$ cat src/sv/assert_macros.svh
// Assertion macros shared by the interval symbol table RTL.
// Each macro expects clk and rst to be visible where it is used.
`ifndef ASSERT_MACROS_SVH
`define ASSERT_MACROS_SVH

// Check a property on every rising edge outside reset.
`define IST_ASSERT(lbl, prop, msg) \
  lbl: assert property (@(posedge clk) disable iff (rst) (prop)) else $error(msg);

// Check that an antecedent implies a consequent on the same edge.
`define IST_ASSERT_IMPL(lbl, ante, cons, msg) \
  lbl: assert property (@(posedge clk) disable iff (rst) (ante) |-> (cons)) else $error(msg);

`endif

$ cat src/sv/ist_ram.sv
// Generic simple dual-port RAM: one write port, one registered read port.
// No dependencies.
module ist_ram #(
  parameter int unsigned WIDTH = 64,
  parameter int unsigned DEPTH = 64
) (
  input  logic                     clk,
  input  logic                     we,
  input  logic [$clog2(DEPTH)-1:0] waddr,
  input  logic [WIDTH-1:0]         wdata,
  input  logic [$clog2(DEPTH)-1:0] raddr,
  output logic [WIDTH-1:0]         rdata
);

  logic [WIDTH-1:0] mem [DEPTH];

  always_ff @(posedge clk) begin
    if (we) begin
      mem[waddr] <= wdata;
    end
    rdata <= mem[raddr];
  end

endmodule

$ cat config.mk
export PLATFORM = sky130hd
export DESIGN_NAME = ist_ram
export DESIGN_NICKNAME = d
export VERILOG_FILES = /design/src/sv/assert_macros.svh /design/src/sv/ist_ram.sv
export SDC_FILE = /design/constraint.sdc
export NUM_CORES = 2
export LEC_CHECK = 0
export BUFFER_PORTS_ARGS = -buffer_cell sky130_fd_sc_hd__buf_2
export CORE_MARGIN = 3
export CORE_UTILIZATION = 40
export CTS_CLUSTER_DIAMETER = 200
export DETAILED_ROUTE_END_ITERATION = 8
export SYNTH_ARGS = -nofsm -noshare
export SYNTH_HDL_FRONTEND = slang
export SYNTH_SLANG_ARGS = --single-unit
$ cat constraint.sdc
create_clock -name clk -period 10.6 [get_ports clk]
set_input_delay 0.53 -clock clk [delete_from_list [all_inputs] [get_ports clk]]
set_output_delay 0.53 -clock clk [all_outputs]
set_load 0.05 [all_outputs]
-- Word-level counts from Yosys, hierarchy flattened
Memories as Yosys holds them, arrays and structs flattened. A register that Yosys moved wholly into a read port is not among the register bits.
Index checks and enable logic that the tools add are counted.
- bits in registers: 0
- bits in writable memories: 4096
- bits of input ports: 78
- logic and storage cells: 3
- memories: 1
- mux-type cells: 2
- memory list (name ; depth ; bits a word ; rd ports ; clocked after memory_dff ; write ports ; RTL line ; source):
    mem ; 64 ; 64 ; 1 ; 1 ; 1 ; ist_ram.sv:15 ; logic [WIDTH-1:0] mem [DEPTH];
- operators by type and width (cell ; number):
    2-to-1 mux 1 bit ; 2

-- Depth between registers and ports, before layout
- word-level depth: 2
- depth in mapped cells: 9
- gate-level depth less buffers: 5

-- Worst setup path after synthesis
No wires, ideal clock.
- path kind: in2reg
- start: in waddr[3]
- end: mem mem[48][0], enable pin
- library setup time: 0.564 ns
- arrival time: 5.402 ns
- data required time: 10.036 ns
- setup slack: 4.634 ns
- stages on the path: 4
- buffers on the path: 1
- cells stage by stage: clkbuf_1 > nor2b_1 > nand4b_1 > nor3_1
- RTL lines (what ; RTL line ; source):
    from (decl) ; ist_ram.sv:9 ; input logic [$clog2(DEPTH)-1:0] waddr,
    to (decl) ; ist_ram.sv:15 ;
No word-level cell before the write port.

==> results.json <==
{
  "status": "finished, final reports clean",
  "cp_data_required_time_ns": 11.39,
  "io_buffer_count": 141,
  "core-area_mm2": 0.387,
  "skew_ns": 0.0593,
  "cts_setup_buffers": 0,
  "ff_latch_area_mm2": 0.124,
  "rsz0062_at_grt": "no",
  "synthArstFlopShare_pct": 0,
  "numCtsBuffers": 412,
  "routed_wl_um": 424000,
  "cpMostUsedCell": "buf_4",
  "detail-route-antenna-nets": 0,
  "die_w_um": 631,
  "yosysSeqAreaShare_pct": 79.5,
  "cap_violations": 0,
  "synth_area_leader_cell": "edfxtp_1",
  "synth_edf_count": 4096,
  "worstSetupPathType": "in2reg",
  "min_period_ns": 3.52,
  "final_nets": 7048,
  "grt_use_total_pct": 21.1,
  "irDropWorstVdd_mv": 0.142,
  "finalCritPeriodShare_pct": 33.2,
  "whs_ns": 0.224,
  "slew_headroom_pct": 10.8,
  "synth.avg_cell_area_um2": 23.7,
  "wl_per_cell_um": 33.9,
  "crit_arrival_ns": 4.31,
  "netlist.area_leader.share_pct": 78.7,
  "synth.distinct_cells": 33,
  "min_path_type": "in2reg",
  "cts.clk_slew.worst_paths_ns": 0.06,
  "ctsResizeCount": 0,
  "slew_violations": 0,
  "cp-end-kind": "register",
  "multi_input_area_mm2": 0.0308,
  "tightest_slew_ns": 1.34,
  "fill_cells": 32000,
  "die_h_um": 631,
  "start_util_pct": 40.4,
  "syn_to_final_growth_pct": 13.5,
  "slowest_delay_ns": 0.90,
  "boundaryPins": 142,
  "cts_buffer_depth": 4,
  "synthCells": 6598,
  "dr.pass1.iters": 7,
  "cp-start-kind": "input port",
  "synth_most_common_cell": "edfxtp_1",
  "synthFlopType": "edfxtp_1",
  "utilization_pct": 45.8,
  "synth_seq_cells": 4160,
  "remaining_drc_errors": 0,
  "slowest_stage": "buf_4",
  "antenna_found_initial": 37,
  "yosys_warnings": 0,
  "cts_root_buf": "clkbuf_16",
  "leakage_nw": 54.7,
  "worstPathMaxFanout": 74,
  "synthTopCellsByCount": "edfxtp_1, mux4_2, buf_2",
  "drtIter0Drc": 9699,
  "dieArea_mm2": 0.398,
  "h-tree-depth": 5,
  "overflow": 0,
  "timing.setup.tns_ns": 0,
  "cts_hold_buffers": 0,
  "row_count": 228,
  "gp_congestion": 0.784,
  "tritoncts": "built",
  "clk_latency_ns": 0.97,
  "grt_pass1_wl_um": 596000,
  "synth_nets": 6676,
  "path_cells": "buf_8, buf_4, buf_4, mux4_2, mux2i_1, nand2_1, a31oi_1, a211oi_1",
  "drive_gt1_share_pct": 28.0,
  "dp_hpwl_um": 228000,
  "synth_area_mm2": 0.156,
  "power.density_mw_per_mm2": 194,
  "num_vias": 74700,
  "max_freq_ghz": 0.284,
  "setup_viol": 0,
  "grt_pass1_vias": 75700,
  "synth_area_leaders": "edfxtp_1, mux4_2, mux2i_1",
  "hold_viol": 0,
  "via_per_inst": 5.97,
  "grt_max_degree": 129,
  "cts_sinks": 4160
}
==> metal layers <==
metal	share of wire, %	routed length, um	track usage [%]
met1	40	170000	30.0
met2	49	208000	34.4
met3	8.2	34800	3.14
met4	2.6	11200	5.81
met5	0.020	84	0
==> registers in the layout, summed over array words and instances (netlist names) <==
name	count
mem	4096
rdata	64
==> layout by cell type, fill, tap and decap left out, types with 17 or more instances in the layout <==
cell        synthesis  layout
inv_1              19      19
a31oi_1            18      18
clkbuf_16           0     417
o221ai_1           38      38
buf_2             170     138
buf_4              34     171
or3_1              29      29
nor2_1            112      47
nand3_1            45      45
a2bb2oi_1          19      19
clkinvlp_4          0      20
and3_1             64      64
o22ai_1            83      83
nor2_4              0      65
clkinv_2            0      74
nor2b_1            28      24
clkbuf_1          140      91
a211oi_1           63      60
buf_12              0      17
nand2_1            58      55
or2_2              28      28
a41oi_1            26      26
edfxtp_1         4096    4096
mux2i_1           135     135
dfxtp_1            64      64
clkinv_1            0      86
bufinv_16           0      43
a22oi_1           168     168
a22o_1             88      88
mux4_2           1024    1024
==> through the flow <==
step	instances	setup WS (ns)	total power, mW	instance area [um^2]
global placement	11700	6.00	20.3	164000
floorplan	6598	4.63	19.6	156000
CTS	12500	7.01	34.7	177000
detailed placement	11700	5.99	20.3	164000
finish	12500	7.08	34.4	177000
global route	12500	6.92	35.5	177000
==> power by group <==
group          internal, mW  leakage, nW  total, mW  switching (mW)
Combinational         0.557         10.8       1.64            1.08
Sequential             18.2         37.4       18.3          0.0842
Clock                  8.33         6.51       14.5            6.17
Total                  27.1         54.7       34.4            7.34
==> path summary, 6_finish.rpt <==
check	to	startpoint	depth (start not counted)	slack, ns
setup / recovery	rdata[22]	raddr[2]	8	7.08
hold / removal	mem[48][43]	waddr[1]	2	0.22
setup reg to reg	rdata[26]	mem[12][26]	5	8.37
hold reg to reg	rdata[48]	mem[36][48]	4	0.84
==> critical path, delay by kind of cell <==
kind | cells | cell delay, ns
multiplexers | 2 | 0.57
AO/OA/AOI/OAI | 2 | 0.74
buffers and inverters | 3 | 2.22
AND/OR/NAND/NOR | 1 | 0.08
==> cell type report <==
| cell class | count | area share, % |
|---|---|---|
| flip-flops and latches | 4160 | 70.0 |
| multi-input cells | 2049 | 17.4 |
| clock buffers | 514 | 6.12 |
| well taps | 5175 | 3.65 |
| clock inverters | 250 | 1.44 |
| repair buffers | 328 | 1.32 |
| inverters | 19 | 0.0402 |
| diodes | 16 | 0.0226 |
==> cell families after synthesis <==
| kind of cell | share of synthesized area, % |
|---|---|
| flops | 79.5 |
| mux | 15.6 |
| buf+inv | 1.18 |
| simple gates | 1.24 |
| compound gates | 2.48 |
(Power assumes the default switching activity.)
